## src/rtl/sfr_pkg.sv

```systemverilog
// Shared types, codes and the control-word program of the stream find-and-replace block.
// Used by sfr_seq and stream_find_and_replace; depends on nothing else.
`timescale 1ns / 1ps
`default_nettype none

package sfr_pkg;

    localparam int CODE_W = 21;
    localparam int STEP_W = 3;

    // input item kinds
    localparam logic [1:0] FUNC_TEXT = 2'd0;
    localparam logic [1:0] FUNC_PAT  = 2'd1;
    localparam logic [1:0] FUNC_REP  = 2'd2;

    // configuration register indexes
    localparam logic [1:0] REG_IGNORE_CASE = 2'd0;
    localparam logic [1:0] REG_PAT_LEN     = 2'd1;
    localparam logic [1:0] REG_REP_LEN     = 2'd2;

    // program steps
    localparam logic [STEP_W-1:0] STEP_IDLE  = 3'd0;
    localparam logic [STEP_W-1:0] STEP_TEST  = 3'd1;
    localparam logic [STEP_W-1:0] STEP_REP   = 3'd2;
    localparam logic [STEP_W-1:0] STEP_FLUSH = 3'd3;
    localparam logic [STEP_W-1:0] STEP_DONE  = 3'd4;

    // datapath actions
    localparam logic [1:0] ACT_NONE     = 2'd0;
    localparam logic [1:0] ACT_EMIT_WIN = 2'd1;
    localparam logic [1:0] ACT_EMIT_REP = 2'd2;
    localparam logic [1:0] ACT_FINISH   = 2'd3;

    // jump conditions
    localparam logic [2:0] COND_NEVER      = 3'd0;
    localparam logic [2:0] COND_PASS       = 3'd1;
    localparam logic [2:0] COND_TEXT       = 3'd2;
    localparam logic [2:0] COND_MATCH      = 3'd3;
    localparam logic [2:0] COND_PREFIX     = 3'd4;
    localparam logic [2:0] COND_REP_DONE   = 3'd5;
    localparam logic [2:0] COND_FLUSH_DONE = 3'd6;

    typedef struct packed {
        logic              accept;
        logic [1:0]        act;
        logic [2:0]        cond_a;
        logic [STEP_W-1:0] tgt_a;
        logic              clr_a;
        logic [2:0]        cond_b;
        logic [STEP_W-1:0] tgt_b;
        logic [STEP_W-1:0] nxt;
    } ucode_t;

    typedef struct packed {
        logic text_acc;
        logic pass_acc;
        logic full_match;
        logic prefix;
        logic rep_done;
        logic flush_done;
    } flags_t;

    typedef struct packed {
        logic [STEP_W-1:0] step;
        ucode_t            ctl;
        logic              jump_a;
        logic              jump_b;
        logic              act_en;
    } seq_stat_t;

    // The program: two prioritised jumps, else the action runs and the default step follows.
    function automatic ucode_t ucode_rom(input logic [STEP_W-1:0] step);
        ucode_t w;
        begin
            case (step)
                STEP_IDLE:  w = '{accept: 1'b1, act: ACT_NONE,
                                  cond_a: COND_PASS, tgt_a: STEP_DONE, clr_a: 1'b1,
                                  cond_b: COND_TEXT, tgt_b: STEP_TEST, nxt: STEP_IDLE};
                STEP_TEST:  w = '{accept: 1'b0, act: ACT_EMIT_WIN,
                                  cond_a: COND_MATCH, tgt_a: STEP_REP, clr_a: 1'b1,
                                  cond_b: COND_PREFIX, tgt_b: STEP_FLUSH, nxt: STEP_TEST};
                STEP_REP:   w = '{accept: 1'b0, act: ACT_EMIT_REP,
                                  cond_a: COND_REP_DONE, tgt_a: STEP_FLUSH, clr_a: 1'b0,
                                  cond_b: COND_NEVER, tgt_b: STEP_IDLE, nxt: STEP_REP};
                STEP_FLUSH: w = '{accept: 1'b0, act: ACT_EMIT_WIN,
                                  cond_a: COND_FLUSH_DONE, tgt_a: STEP_DONE, clr_a: 1'b0,
                                  cond_b: COND_NEVER, tgt_b: STEP_IDLE, nxt: STEP_FLUSH};
                STEP_DONE:  w = '{accept: 1'b0, act: ACT_FINISH,
                                  cond_a: COND_NEVER, tgt_a: STEP_IDLE, clr_a: 1'b0,
                                  cond_b: COND_NEVER, tgt_b: STEP_IDLE, nxt: STEP_IDLE};
                default:    w = '{accept: 1'b0, act: ACT_NONE,
                                  cond_a: COND_NEVER, tgt_a: STEP_IDLE, clr_a: 1'b0,
                                  cond_b: COND_NEVER, tgt_b: STEP_IDLE, nxt: STEP_IDLE};
            endcase
            return w;
        end
    endfunction

    // Fold ASCII a-z to upper case when case-blind.
    function automatic logic [31:0] fold_upper(input logic [31:0] c, input logic blind);
        logic [31:0] r;
        begin
            r = c;
            if (blind && (c inside {[32'h61:32'h7A]}))
                r = c - 32'h20;
            return r;
        end
    endfunction

endpackage

`default_nettype wire

```

## src/rtl/sfr_ram.sv

```systemverilog
// Generic single-write, single-read RAM with registered read data.
// Standalone; no package dependency.
`timescale 1ns / 1ps
`default_nettype none

module sfr_ram #(
    parameter int WIDTH = 21,
    parameter int DEPTH = 16,
    parameter int AW    = (DEPTH > 1) ? $clog2(DEPTH) : 1
) (
    input  wire logic             clk,
    input  wire logic             we,
    input  wire logic [AW-1:0]    waddr,
    input  wire logic [WIDTH-1:0] wdata,
    input  wire logic [AW-1:0]    raddr,
    output logic      [WIDTH-1:0] rdata
);

    logic [WIDTH-1:0] mem [DEPTH];

    always_ff @(posedge clk)
    begin
        if (we)
            mem[waddr] <= wdata;
        rdata <= mem[raddr];
    end

endmodule

`default_nettype wire

```

## src/rtl/sfr_seq.sv

```systemverilog
// Microcode sequencer: step counter, program table lookup and conditional jumps.
// Depends on sfr_pkg for the control word, flag and status types.
`timescale 1ns / 1ps
`default_nettype none

module sfr_seq (
    input  wire logic               clk,
    input  wire logic               rst_n,
    input  wire sfr_pkg::flags_t    flags,
    input  wire logic               go,
    output sfr_pkg::seq_stat_t      stat
);

    logic [sfr_pkg::STEP_W-1:0] step_reg;
    logic [sfr_pkg::STEP_W-1:0] step_next;
    sfr_pkg::ucode_t            ctl;
    logic                       jump_a;
    logic                       jump_b;

    function automatic logic cond_true(input logic [2:0] c, input sfr_pkg::flags_t f);
        logic r;
        begin
            case (c)
                sfr_pkg::COND_NEVER:      r = 1'b0;
                sfr_pkg::COND_PASS:       r = f.pass_acc;
                sfr_pkg::COND_TEXT:       r = f.text_acc;
                sfr_pkg::COND_MATCH:      r = f.full_match;
                sfr_pkg::COND_PREFIX:     r = f.prefix;
                sfr_pkg::COND_REP_DONE:   r = f.rep_done;
                sfr_pkg::COND_FLUSH_DONE: r = f.flush_done;
                default:                  r = 1'b0;
            endcase
            return r;
        end
    endfunction

    always_comb
    begin
        ctl    = sfr_pkg::ucode_rom(step_reg);
        jump_a = cond_true(ctl.cond_a, flags);
        jump_b = !jump_a && cond_true(ctl.cond_b, flags);
        if (jump_a)
            step_next = ctl.tgt_a;
        else if (jump_b)
            step_next = ctl.tgt_b;
        else if (go)
            step_next = ctl.nxt;
        else
            step_next = step_reg;
    end

    always_ff @(posedge clk or negedge rst_n)
    begin
        if (!rst_n)
            step_reg <= sfr_pkg::STEP_IDLE;
        else
            step_reg <= step_next;
    end

    assign stat = '{step: step_reg, ctl: ctl, jump_a: jump_a, jump_b: jump_b,
                    act_en: !jump_a && !jump_b};

endmodule

`default_nettype wire

```

## src/rtl/stream_find_and_replace.sv

```systemverilog
// Top level of the stream find-and-replace block: config registers, window, pattern
// registers, output staging. Depends on sfr_pkg, sfr_seq and sfr_ram.
//
//  channel | handshake                    | payload
//  --------+------------------------------+-------------------------------------------
//  cfg     | psel/penable/pwrite, pready  | paddr, pwdata, prdata (regs at 0x0/0x4/0x8)
//  in      | in_valid / in_ready          | func, slot, char_code, text_end
//  out     | out_valid / out_ready        | out_code, has_char, run_last, output_end
//
// Load items are taken while idle. A text item passes straight through with pattern_length
// 0; otherwise held characters are written out, plus the replacement characters on a match,
// as the microprogram steps through test, replace, flush and done. The replacement store is
// read one character a cycle through the RAM's registered port while emission is not stalled.
// Reset clears the step counter, window count, config registers and valid flags.
// A full output register stalls emission; the last emitted character is held back in a
// pending register so that run_last and output_end can be set on it.
`timescale 1ns / 1ps
`default_nettype none

module stream_find_and_replace #(
    parameter int PATTERN_MAX     = 16,
    parameter int REPLACEMENT_MAX = 16,
    parameter int CHAR_BITS       = 21
) (
    input  wire logic        clk,
    input  wire logic        rst_n,
    input  wire logic        psel,
    input  wire logic        penable,
    input  wire logic        pwrite,
    input  wire logic [3:0]  paddr,
    input  wire logic [31:0] pwdata,
    output logic      [31:0] prdata,
    output logic             pready,
    input  wire logic        in_valid,
    output logic             in_ready,
    input  wire logic [1:0]  func,
    input  wire logic [3:0]  slot,
    input  wire logic [20:0] char_code,
    input  wire logic        text_end,
    output logic             out_valid,
    input  wire logic        out_ready,
    output logic [20:0]      out_code,
    output logic             has_char,
    output logic             run_last,
    output logic             output_end
);

    localparam int WC_W   = $clog2(PATTERN_MAX + 1);
    localparam int RI_W   = $clog2(REPLACEMENT_MAX + 1);
    localparam int RAM_AW = (REPLACEMENT_MAX > 1) ? $clog2(REPLACEMENT_MAX) : 1;
    localparam int CW     = (CHAR_BITS < sfr_pkg::CODE_W) ? CHAR_BITS : sfr_pkg::CODE_W;

    // configuration
    logic        ignore_case_reg;
    logic [4:0]  pattern_length_reg;
    logic [4:0]  replacement_length_reg;
    logic        cfg_wr;
    logic [1:0]  cfg_idx;

    // sequencer
    sfr_pkg::flags_t    flags;
    sfr_pkg::seq_stat_t seq_stat;
    logic               act_go;
    logic               emit_fire;
    logic               finish_fire;

    // datapath
    logic [CW-1:0]   code_in;
    logic            accept;
    logic            text_acc;
    logic            pass_acc;
    logic            append;
    logic [WC_W-1:0] pat_len;
    logic [RI_W-1:0] rep_len;
    logic [WC_W-1:0] wc_reg;
    logic [WC_W-1:0] wc_next;
    logic [WC_W-1:0] wc_eff;
    logic [CW-1:0]   win_reg [PATTERN_MAX];
    logic [CW-1:0]   win_next [PATTERN_MAX];
    logic [CW-1:0]   pat_reg [PATTERN_MAX];
    logic [CW-1:0]   pat_next [PATTERN_MAX];
    logic [PATTERN_MAX-1:0] ok;
    logic            pre;
    logic            fin_reg;
    logic [RI_W-1:0] rep_idx_reg;
    logic [RI_W-1:0] rep_idx_next;
    logic            rep_we;
    logic [CW-1:0]   rep_rdata;
    logic [CW-1:0]   emit_code;
    logic            out_free;

    logic            pend_valid_reg;
    logic            pend_valid_next;
    logic [CW-1:0]   pend_code_reg;
    logic [CW-1:0]   pend_code_next;
    logic            out_valid_reg;
    logic            out_valid_next;
    logic [CW-1:0]   out_code_reg;
    logic [CW-1:0]   out_code_next;
    logic            has_char_reg;
    logic            has_char_next;
    logic            run_last_reg;
    logic            run_last_next;
    logic            output_end_reg;
    logic            output_end_next;

    // ---------------- configuration port ----------------
    assign pready  = 1'b1;
    assign cfg_wr  = psel && penable && pwrite && pready;
    assign cfg_idx = paddr[3:2];

    always_comb
    begin
        case (cfg_idx)
            sfr_pkg::REG_IGNORE_CASE: prdata = 32'(ignore_case_reg);
            sfr_pkg::REG_PAT_LEN:     prdata = 32'(pattern_length_reg);
            sfr_pkg::REG_REP_LEN:     prdata = 32'(replacement_length_reg);
            default:                  prdata = '0;
        endcase
    end

    always_comb
    begin
        if (32'(pattern_length_reg) > PATTERN_MAX)
            pat_len = WC_W'(PATTERN_MAX);
        else
            pat_len = WC_W'(pattern_length_reg);
        if (32'(replacement_length_reg) > REPLACEMENT_MAX)
            rep_len = RI_W'(REPLACEMENT_MAX);
        else
            rep_len = RI_W'(replacement_length_reg);
    end

    // ---------------- sequencer ----------------
    sfr_seq u_seq (
        .clk   (clk),
        .rst_n (rst_n),
        .flags (flags),
        .go    (act_go),
        .stat  (seq_stat)
    );

    assign in_ready = seq_stat.ctl.accept;
    assign accept   = in_valid && in_ready;
    assign code_in  = CW'(char_code);
    assign text_acc = accept && (func == sfr_pkg::FUNC_TEXT);
    assign pass_acc = text_acc && (pat_len == '0);
    assign append   = text_acc && (pat_len != '0);
    assign out_free = !out_valid_reg || out_ready;

    // prefix test of the whole window against the pattern, one compare per position
    always_comb
    begin
        for (int i = 0; i < PATTERN_MAX; i++)
        begin
            ok[i] = (wc_reg <= WC_W'(i)) ||
                    (sfr_pkg::fold_upper(32'(win_reg[i]), ignore_case_reg) ==
                     sfr_pkg::fold_upper(32'(pat_reg[i]), ignore_case_reg));
        end
        pre = &ok;
    end

    assign flags = '{text_acc:   text_acc,
                     pass_acc:   pass_acc,
                     full_match: pre && (wc_reg == pat_len),
                     prefix:     pre,
                     rep_done:   rep_idx_reg == rep_len,
                     flush_done: !fin_reg || (wc_reg == '0)};

    always_comb
    begin
        case (seq_stat.ctl.act)
            sfr_pkg::ACT_NONE:     act_go = 1'b1;
            sfr_pkg::ACT_EMIT_WIN: act_go = !pend_valid_reg || out_free;
            sfr_pkg::ACT_EMIT_REP: act_go = !pend_valid_reg || out_free;
            sfr_pkg::ACT_FINISH:   act_go = !(pend_valid_reg || fin_reg) || out_free;
            default:               act_go = 1'b1;
        endcase
    end

    assign emit_fire = seq_stat.act_en && act_go &&
                       ((seq_stat.ctl.act == sfr_pkg::ACT_EMIT_WIN) ||
                        (seq_stat.ctl.act == sfr_pkg::ACT_EMIT_REP));
    assign finish_fire = seq_stat.act_en && act_go && (seq_stat.ctl.act == sfr_pkg::ACT_FINISH);
    assign emit_code   = (seq_stat.ctl.act == sfr_pkg::ACT_EMIT_REP) ? rep_rdata : win_reg[0];

    // ---------------- replacement store ----------------
    assign rep_we = accept && (func == sfr_pkg::FUNC_REP) && (32'(slot) < REPLACEMENT_MAX);

    // read one ahead: the address is the next index, so data lines up with rep_idx_reg
    always_comb
    begin
        if (seq_stat.step != sfr_pkg::STEP_REP)
            rep_idx_next = '0;
        else if (emit_fire)
            rep_idx_next = rep_idx_reg + RI_W'(1);
        else
            rep_idx_next = rep_idx_reg;
    end

    sfr_ram #(
        .WIDTH (CW),
        .DEPTH (REPLACEMENT_MAX),
        .AW    (RAM_AW)
    ) u_rep_ram (
        .clk   (clk),
        .we    (rep_we),
        .waddr (RAM_AW'(slot)),
        .wdata (code_in),
        .raddr (RAM_AW'(rep_idx_next)),
        .rdata (rep_rdata)
    );

    // ---------------- window and pattern ----------------
    assign wc_eff = (wc_reg >= pat_len) ? '0 : wc_reg;

    always_comb
    begin
        win_next = win_reg;
        pat_next = pat_reg;
        wc_next  = wc_reg;
        if (accept && (func == sfr_pkg::FUNC_PAT))
        begin
            for (int i = 0; i < PATTERN_MAX; i++)
            begin
                if (32'(slot) == 32'(i))
                    pat_next[i] = code_in;
            end
        end
        if (append)
        begin
            for (int i = 0; i < PATTERN_MAX; i++)
            begin
                if (wc_eff == WC_W'(i))
                    win_next[i] = code_in;
            end
            wc_next = wc_eff + WC_W'(1);
        end
        if (emit_fire && (seq_stat.ctl.act == sfr_pkg::ACT_EMIT_WIN))
        begin
            // drop the head, advance the rest
            for (int i = 0; i < PATTERN_MAX - 1; i++)
                win_next[i] = win_reg[i + 1];
            wc_next = wc_reg - WC_W'(1);
        end
        if (seq_stat.jump_a && seq_stat.ctl.clr_a)
            wc_next = '0;
        if (cfg_wr && (cfg_idx == sfr_pkg::REG_PAT_LEN))
            wc_next = '0;
    end

    // ---------------- held-back character and output register ----------------
    always_comb
    begin
        pend_valid_next = pend_valid_reg;
        pend_code_next  = pend_code_reg;
        out_valid_next  = out_valid_reg && !out_ready;
        out_code_next   = out_code_reg;
        has_char_next   = has_char_reg;
        run_last_next   = run_last_reg;
        output_end_next = output_end_reg;
        if (pass_acc)
        begin
            pend_valid_next = 1'b1;
            pend_code_next  = code_in;
        end
        if (emit_fire)
        begin
            if (pend_valid_reg)
            begin
                out_valid_next  = 1'b1;
                out_code_next   = pend_code_reg;
                has_char_next   = 1'b1;
                run_last_next   = 1'b0;
                output_end_next = 1'b0;
            end
            pend_valid_next = 1'b1;
            pend_code_next  = emit_code;
        end
        if (finish_fire)
        begin
            if (pend_valid_reg)
            begin
                out_valid_next  = 1'b1;
                out_code_next   = pend_code_reg;
                has_char_next   = 1'b1;
                run_last_next   = 1'b1;
                output_end_next = fin_reg;
            end
            else if (fin_reg)
            begin
                // end of text with nothing to show: bare end marker
                out_valid_next  = 1'b1;
                out_code_next   = '0;
                has_char_next   = 1'b0;
                run_last_next   = 1'b1;
                output_end_next = 1'b1;
            end
            pend_valid_next = 1'b0;
        end
    end

    // ---------------- registers ----------------
    always_ff @(posedge clk or negedge rst_n)
    begin
        if (!rst_n)
        begin
            ignore_case_reg        <= 1'b0;
            pattern_length_reg     <= '0;
            replacement_length_reg <= '0;
            wc_reg                 <= '0;
            fin_reg                <= 1'b0;
            rep_idx_reg            <= '0;
            pend_valid_reg         <= 1'b0;
            out_valid_reg          <= 1'b0;
        end
        else
        begin
            if (cfg_wr)
            begin
                case (cfg_idx)
                    sfr_pkg::REG_IGNORE_CASE: ignore_case_reg        <= pwdata[0];
                    sfr_pkg::REG_PAT_LEN:     pattern_length_reg     <= pwdata[4:0];
                    sfr_pkg::REG_REP_LEN:     replacement_length_reg <= pwdata[4:0];
                    default:                  ;
                endcase
            end
            if (text_acc)
                fin_reg <= text_end;
            wc_reg         <= wc_next;
            rep_idx_reg    <= rep_idx_next;
            pend_valid_reg <= pend_valid_next;
            out_valid_reg  <= out_valid_next;
        end
    end

    always_ff @(posedge clk)
    begin
        win_reg        <= win_next;
        pat_reg        <= pat_next;
        pend_code_reg  <= pend_code_next;
        out_code_reg   <= out_code_next;
        has_char_reg   <= has_char_next;
        run_last_reg   <= run_last_next;
        output_end_reg <= output_end_next;
    end

    assign out_valid  = out_valid_reg;
    assign out_code   = sfr_pkg::CODE_W'(out_code_reg);
    assign has_char   = has_char_reg;
    assign run_last   = run_last_reg;
    assign output_end = output_end_reg;

    // ---------------- assertions ----------------
    a_done_window_empty: assert property (@(posedge clk) disable iff (!rst_n)
        (seq_stat.step == sfr_pkg::STEP_DONE && fin_reg) |-> (wc_reg == '0))
        else $error("window not empty when the text is closed");

    a_idle_partial_window: assert property (@(posedge clk) disable iff (!rst_n)
        (seq_stat.step == sfr_pkg::STEP_IDLE) |-> (wc_reg == '0 || wc_reg < pat_len))
        else $error("idle window holds a full pattern length");

    a_rep_index_bound: assert property (@(posedge clk) disable iff (!rst_n)
        (seq_stat.step == sfr_pkg::STEP_REP) |-> (rep_idx_reg <= rep_len))
        else $error("replacement index past its length");

    a_pend_held_on_stall: assert property (@(posedge clk) disable iff (!rst_n)
        (seq_stat.act_en && !act_go && pend_valid_reg) |=> $stable(pend_code_reg))
        else $error("held-back item changed during an output stall");

endmodule

`default_nettype wire
```

## config.mk

```make
export PLATFORM = sky130hd
export DESIGN_NAME = stream_find_and_replace
export DESIGN_NICKNAME = d
export VERILOG_FILES = /design/src/rtl/sfr_pkg.sv /design/src/rtl/sfr_ram.sv /design/src/rtl/sfr_seq.sv /design/src/rtl/stream_find_and_replace.sv
export SDC_FILE = /design/constraint.sdc
export NUM_CORES = 2
export LEC_CHECK = 0
export BUFFER_PORTS_ARGS = -buffer_cell sky130_fd_sc_hd__buf_2
export CAP_MARGIN = 30
export CELL_PAD_IN_SITES_DETAIL_PLACEMENT = 1
export CELL_PAD_IN_SITES_GLOBAL_PLACEMENT = 2
export CORE_MARGIN = 4
export CORE_UTILIZATION = 30
export CTS_BUF_LIST = sky130_fd_sc_hd__clkbuf_16
export DETAILED_ROUTE_END_ITERATION = 10
export GPL_TIMING_DRIVEN = 0
export HOLD_SLACK_MARGIN = 0.08
export PLACE_DENSITY = 0.63
export SYNTH_ARGS = -nofsm -noshare
export SYNTH_HDL_FRONTEND = slang
export SYNTH_SLANG_ARGS = --single-unit
```

## constraint.sdc

```tcl
create_clock -name clk -period 9.49 [get_ports clk]
set_clock_uncertainty 0.15 [all_clocks]
set_input_delay 0.949 -clock clk [delete_from_list [all_inputs] [get_ports clk]]
set_output_delay 0.949 -clock clk [all_outputs]
set_load 0.02 [all_outputs]
```

* After elaboration in Yosys (flattened, before gate mapping)
Memories as Yosys holds them, arrays and structs flattened. A register that Yosys moved wholly into a read port is not among the register bits.
Cells that the tools add are included.
** Storage, ports and cells
- Flip-flop bits (word level) :: 744
- RAM bits :: 336
- Output and inout bits :: 59
- Memories :: 1
** Memory list
- u_rep_ram.mem :: words 16, bits a word 21, rd ports 1, clocked after Yosys merged registers in 1, write ports 1, RTL line sfr_ram.sv:19 : logic [WIDTH-1:0] mem [DEPTH];
** Cells by class
- $add $sub $neg :: 35
- Magnitude comparators :: 83
- Equality and inequality tests :: 72
- Mux-type cells :: 100
- Reductions and logical operators :: 178
** Operator list (count)
- 32-bit 2-to-1 mux :: 32
- 21-bit by 6-bit subtractor with 22-bit output (second input constant) :: 32
- 21-bit by 7-bit greater-or-equal comparator with 1-bit output (second input constant) :: 32
- 21-bit by 7-bit less-or-equal comparator with 1-bit output (second input constant) :: 32
- 32-bit == test :: 16
- 21-bit 2-to-1 mux :: 24
- 336-bit 2-to-1 mux :: 1
- 315-bit 2-to-1 mux :: 1
- 19-bit one-hot mux with 5 select lines :: 1
- 1-bit logical AND :: 82
- 2-bit AND reduction :: 35
- 5-bit 2-to-1 mux :: 9
- 5-bit by 4-bit == test with 1-bit output (second input constant) :: 8
- 5-bit by 4-bit less-or-equal comparator with 1-bit output (second input constant) :: 8
- 2-bit nonzero test :: 18
- 4-bit == test (second input constant) :: 8
- 1-bit 2-to-1 mux :: 25
- 1-bit logical OR :: 22
- 3-bit == test (second input constant) :: 7
- 5-bit by 3-bit == test with 1-bit output (second input constant) :: 4
- 5-bit by 3-bit less-or-equal comparator with 1-bit output (second input constant) :: 4
- 3-bit by 2-bit == test with 1-bit output (second input constant) :: 6
- 4-bit by 3-bit == test with 1-bit output (second input constant) :: 4
- 16-bit AND reduction :: 1
- 28 further kinds :: 56

* Depth between registers and ports, before layout
- Depth after elaboration :: 19
- Depth in mapped cells :: 21
- Gate-level depth less buffers :: 17

* Cells and area by module
Synthesis repeated with hierarchy kept, for this count alone.
** Second synthesis, totals
- Cell total of the unflattened synthesis :: 4190
- Area, all modules :: 52690.5 um2
** Modules (own cells, without submodules)
- stream_find_and_replace :: instances 1, cells an instance 3581, area each 38998.7 um2, sequential area each 21891.0 um2
- sfr_ram :: instances 1, cells an instance 557, area each 13277.7 um2, sequential area each 10510.1 um2
- sfr_seq :: instances 1, cells an instance 52, area each 414.1 um2, sequential area each 75.1 um2

* Worst setup path before layout
Ideal clock, no wire load.
- Kind :: flip-flop to flip-flop
- From :: reg pat_reg[197] (netlist name)
- To :: reg win_reg[252] (netlist name) (enable)
- Setup time :: 0.338 ns
- Data arrival time :: 4.465 ns
- Required time :: 9.002 ns
- Slack :: 4.537 ns
- Stages on the path, launching flop included :: 17
- Buffers on the path :: 3
- Path through :: edfxtp_1 -> or4_1 -> a221o_1 -> nor4_4 -> nand3_2 -> mux2_4 -> a2111oi_2 -> nor4b_2 -> a21oi_1 -> a2111oi_4 -> nand2_1 -> and2_1 -> and3_1 -> clkbuf_1 -> clkbuf_1 -> clkbuf_1 -> a21o_1
** Between the ends
- Cells in the longest elaborated chain, start to end :: 18
- Elaborated cells between the ends (all ways) :: 22
- Classes of those cells :: 1 x add/sub; 2 x order compare; 1 x eq/ne; 3 x mux; 15 x reduce/logical
** RTL lines
- start, declared :: RTL line stream_find_and_replace.sv:80 : logic [CW-1:0] pat_reg [PATTERN_MAX];
- start signal, assigned :: RTL line stream_find_and_replace.sv:340 : pat_reg <= pat_next;
- 21-bit by 7-bit greater-or-equal comparator with 1-bit output / 21-bit by 7-bit less-or-equal comparator with 1-bit output (equally long branches) :: RTL line sfr_pkg.sv:104 : if (blind && (c inside {[32'h61:32'h7A]}))
- 1-bit logical AND (2 in a row) :: RTL line sfr_pkg.sv:104
- 32-bit 2-to-1 mux (*) :: RTL line sfr_pkg.sv:104
- 32-bit == test (*) :: RTL line stream_find_and_replace.sv:157 : (sfr_pkg::fold_upper(32'(win_reg[i]), ignore_case_reg) ==
- 1-bit logical OR (*) :: RTL line stream_find_and_replace.sv:156 : ok[i] = (wc_reg <= WC_W'(i)) ||
- 16-bit AND reduction (*) :: RTL line stream_find_and_replace.sv:160 : pre = &ok;
- 1-bit logical AND :: RTL line stream_find_and_replace.sv:165 : full_match: pre && (wc_reg == pat_len),
- 1-bit one-hot mux with 6 select lines :: RTL line sfr_seq.sv:23 : case (c)
- 1-bit zero test :: RTL line sfr_seq.sv:41, sfr_seq.sv:61
- 1-bit logical AND :: RTL line sfr_seq.sv:41 : jump_b = !jump_a && cond_true(ctl.cond_b, flags);
- 1-bit zero test :: RTL line sfr_seq.sv:61 : act_en: !jump_a && !jump_b};
- 1-bit logical AND (*) :: RTL line sfr_seq.sv:61
- 1-bit logical AND (*) (2 in a row) :: RTL line stream_find_and_replace.sv:181 : assign emit_fire = seq_stat.act_en && act_go &&
- 1-bit logical AND (*) :: RTL line stream_find_and_replace.sv:239 : if (emit_fire && (seq_stat.ctl.act == sfr_pkg::ACT_EMIT_WIN))
- 2-bit nonzero test (no line)
- 2-bit AND reduction (no line) (*)
- end signal, assigned :: RTL line stream_find_and_replace.sv:339 : win_reg <= win_next;
- end, declared :: RTL line stream_find_and_replace.sv:78 : logic [CW-1:0] win_reg [PATTERN_MAX];
Mark *: on every way between the ends. The rest lies on a longest branch, timed or not.
A chain may end at the register's enable or synchronous reset.

* Final worst setup path
- From :: reg ignore_case_reg
- To :: reg u_rep_ram.rdata[15], read port of u_rep_ram.mem
** Between the ends
- Cells in the longest elaborated chain, start to end :: 15
- Elaborated cells between the ends (all ways) :: 108
- Classes of those cells :: 16 x eq/ne; 36 x mux; 56 x reduce/logical
** RTL lines
- start, declared :: RTL line stream_find_and_replace.sv:54 : logic ignore_case_reg;
- start signal, assigned :: RTL line stream_find_and_replace.sv:322 : sfr_pkg::REG_IGNORE_CASE: ignore_case_reg <= pwdata[0];
- 1-bit logical AND :: RTL line sfr_pkg.sv:104
- 32-bit 2-to-1 mux :: RTL line sfr_pkg.sv:104
- 32-bit == test :: RTL line stream_find_and_replace.sv:157
- 1-bit logical OR :: RTL line stream_find_and_replace.sv:156
- 16-bit AND reduction (*) :: RTL line stream_find_and_replace.sv:160
- 1-bit logical AND :: RTL line stream_find_and_replace.sv:165
- 1-bit one-hot mux with 6 select lines :: RTL line sfr_seq.sv:23
- 1-bit zero test :: RTL line sfr_seq.sv:41, sfr_seq.sv:61
- 1-bit logical AND :: RTL line sfr_seq.sv:41
- 1-bit zero test :: RTL line sfr_seq.sv:61
- 1-bit logical AND (*) :: RTL line sfr_seq.sv:61
- 1-bit logical AND (*) (2 in a row) :: RTL line stream_find_and_replace.sv:181
- 5-bit 2-to-1 mux (*) :: RTL line stream_find_and_replace.sv:195 : else if (emit_fire)
- 5-bit 2-to-1 mux (*) :: RTL line stream_find_and_replace.sv:193 : if (seq_stat.step != sfr_pkg::STEP_REP)
- end, declared :: RTL line sfr_ram.sv:16 : output logic [WIDTH-1:0] rdata
Mark *: on every way between the ends. The rest lies on a longest branch, timed or not. The select of a mux whose other input is x is not followed.

==> results by group <==
Timing
  • Final setup fails: 0
  • Crit path time final: between 9 and 10 ns
  • Max Slew Vio Count: 0
  • Hold Violations, Final: 0
  • Final WS setup: approximately 0.33 ns
  • RSZ-0062 raised after global routing: no
  • Slew margin rel.: between 20% and 30%
  • Worst slew pin tran: between 1 and 1.5 ns
  • Fmax: roughly 110 MHz
  • Setup TNS: 0 ns
  • Period utilisation layout: 96.50%

Global routing
  • Largest net degree at the start of global routing: 36
  • Global-route wire length before repair: ~280,000 um
  • Vias in the first global route: about 38,000
  • GRT overflow: 0
  • GRT Util Overall: between 20% and 30%
  • Initial antenna violation count: 25

Clock network
  • # H-tree levels: 4
  • CTS tree: built
  • CTS buffer count: 130
  • CTS max path bufs: 3
  • Clock-pin slew on the worst setup and hold paths: 0.06 ns
  • Root Driver: clkbuf_16
  • Clock sinks: between 1,000 and 1,500
  • Worst skew pair latency: approximately 0.81 ns
  • Post-CTS Setup Inserts: 0

Die
  • Die area: approximately 190,000 sq um
  • Die Width: 430.5 um
  • Row Count: 154
  • Core area: ~180,000 sq um
  • Die Ht: 430.5 um
  • IO Count: between 100 and 150
  • Starting Density: roughly 30%

Final layout
  • Cell area after layout: 62,680 sq um
  • Area grow syn2layout: 17.02%
  • Final net count: 4,677
  • Non-Filler Instances: 6,972
  • Share of cells above drive strength 1: a little under an eighth
  • # fillers: roughly 19,000

Yosys
  • Synthesis-stage register bit count: between 1,000 and 1,500
  • Top-count cell post-synth: edfxtp_1
  • Post-Syn Area: 53,560 sq um
  • Post-synth EDFFs: around 1,000
  • Async set-reset flop share out of synthesis: ~2.5%
  • Synth top area cells: edfxtp_1 (58%), a21o_1 (4.8%), xnor2_1 (3.5%)
  • Top cell type's share of synthesized area: between 50% and 60%
  • Register area share after synthesis: 60.63%
  • Most frequent cells after synthesis: edfxtp_1 (1,029), nand2_1 (352), a21o_1 (344)
  • Cell accounting for the most synthesized area: edfxtp_1
  • Netlist cell types: between 90 and 100
  • Avg Synthesized Cell Area: about 13 sq um
  • Synth Warn #: 0
  • Ys flop type: edfxtp_1
  • Post-Synthesis Cells: 4,223

Placed design
  • Post-DP HPWL: 135,800 um
  • Inst Count DP: between 6,000 and 7,000
  • Port-buffer cells: 70
  • Worst slack, placed: slightly below 0.07 ns
  • RD Place Congestion: ~0.86
  • Post-placement cell area: 58,200 sq um

Drt
  • WL final: 199,000 um
  • Drt pass-1 iters: 5
  • Violation count after the first detailed-route iteration: about 3,400
  • DR vias/cell: approximately 5.4
  • Avg WL per Cell: ~29 um
  • Final antenna-violating net count: 0
  • DRC: 0
  • DR vias: roughly 38,000

Power and ir drop
  • P_leak: about 23 nW
  • Maximum vdd drop: 0.2182 mV
  • Power density cells: slightly below 300 nW/um^2
  • Total Power: ~18 mW

Flow run
  • Max-Cap Viols: 0

Worst setup path
  • Worst EP arrival: between 9 and 10 ns
  • CP Class: flip-flop to flip-flop
  • Maximum fanout along the worst path: 10
  • Setup crit end kind: flip-flop
  • CP Launch Type: flip-flop
  • CP required: 10.00 ns

Min path
  • Min-delay worst type: input pin to flip-flop

Run status
  • Status: completed
## kinds of logic after synthesis
kind of cell | count (synthesis) | share of synthesized area (%)
muxes | 198 | 3.845
adders and majority gates | 83 | 1.939
buffers and inverters | 331 | 2.605
and+or+nand+nor | 1244 | 12.35
other | 2 | 0.01402
DFF | 1101 | 60.63
xor gates and xnor gates | 370 | 6.076
AOI/OAI and AO/OA | 894 | 12.54
## cell type report
type | instances | area [sq um] | share of cell area (%)
Tap cell | 2340 | 2928 | 4.671
Clock inverter | 103 | 1090 | 1.739
Sequential cell | 1101 | 32480 | 51.81
Clock buffer | 130 | 3253 | 5.190
Antenna cell | 8 | 20.02 | 0.03194
Multi-Input combinational cell | 2817 | 19910 | 31.76
Timing Repair Buffer | 142 | 1604 | 2.559
Buffer | 209 | 943.4 | 1.505
Inverter | 122 | 457.9 | 0.7306
## metal layers
metal,part of all wire (%),global-route usage [%],routed length [um],up-vias
met4,3.1,6.666,6190,0
met3,5.2,2.574,10350,261
met1,44,29.02,87870,19401
met2,48,34.79,94590,1107
met5,0,0,0,-
li1,-,-,-,16789
## cells in the final DEF, fill, tap and decap left out, drive strengths merged, types with 20 or more instances in the layout
cell,instances
xor2,154
nor2,139
conb,28
ha,83
nor4,142
o21ai,120
mux2i,139
dfrtp,27
nor3b,24
edfxtp,1029
nand2,352
dfxtp,45
inv,145
a32o,24
nand2b,46
nand4,63
nand3,130
o211ai,32
a32oi,29
nor2b,25
and3,45
buf,197
nor4b,23
o31ai,26
or3,20
clkinv,59
o2111ai,35
a21oi,65
a21o,345
a2111oi,22
mux2,59
a211oi,35
nor3,118
xnor2,215
clkbuf,283
or4,35
a31oi,22
## per-stage QoR
stage	hold slack (ns)	util, %
6_report	0.2200	35.44
3_5_place_dp	0.2896	32.90
5_1_grt	0.1891	35.42
4_1_cts	0.1483	35.37
3_3_place_gp	0.2928	32.19
2_1_floorplan	0.2678	-
## worst paths after layout
kind	from	endpoint	slack [ns]	cells after the start
setup / recovery	ignore_case_reg$_DFFE_PN0P_	u_rep_ram.rdata[15]$_DFF_P_	0.33	20
hold / removal	out_ready	out_valid$_DFF_PN0_	0.22	2
setup reg to reg	ignore_case_reg$_DFFE_PN0P_	u_rep_ram.rdata[15]$_DFF_P_	0.33	20
hold reg to reg	pend_code_reg[13]$_DFFE_PP_	out_code[13]$_DFF_P_	0.30	2
max in group asynchronous	rst_n	wc_reg[0]$_DFFE_PN0P_	7.97	2
min in group asynchronous	rst_n	out_valid$_DFF_PN0_	0.61	2
## worst max-delay path, stage by stage, from the launching register on
cell and delay (ns):
dfrtp_1 0.90, buf_2 0.69, buf_2 0.56, buf_2 0.65
nand4_1 0.24, a2111oi_0 0.87, xor2_1 0.24, mux2i_1 0.21
o211ai_1 0.12, o31ai_1 0.53, o2111ai_1 0.37, nor4_2 0.56
a21o_4 0.23, buf_6 0.14, xnor2_1 0.29, clkbuf_1 0.72
clkbuf_1 0.57, nand2_1 0.12, a32oi_1 0.32, o2111ai_1 0.27
o31ai_2 0.21
## where the power goes
group | leakage, nW | total, mW | switching (mW) | internal, mW
logic | 10.6 | 5.23 | 3.34 | 1.89
registers | 10.2 | 8.15 | 1.42 | 6.73
clock network | 2.15 | 5.04 | 2.19 | 2.85
total | 23.0 | 18.4 | 6.95 | 11.5
## what timing repair did
item / 4_1_cts / 5_1_grt
resized for setup: 1 / 0
endpoints found under the hold margin: 5 / 0
endpoints found under the setup margin: 2 / 0
hold buffers: 1 / 0
Note: power is estimated with default switching activity, not from simulation.
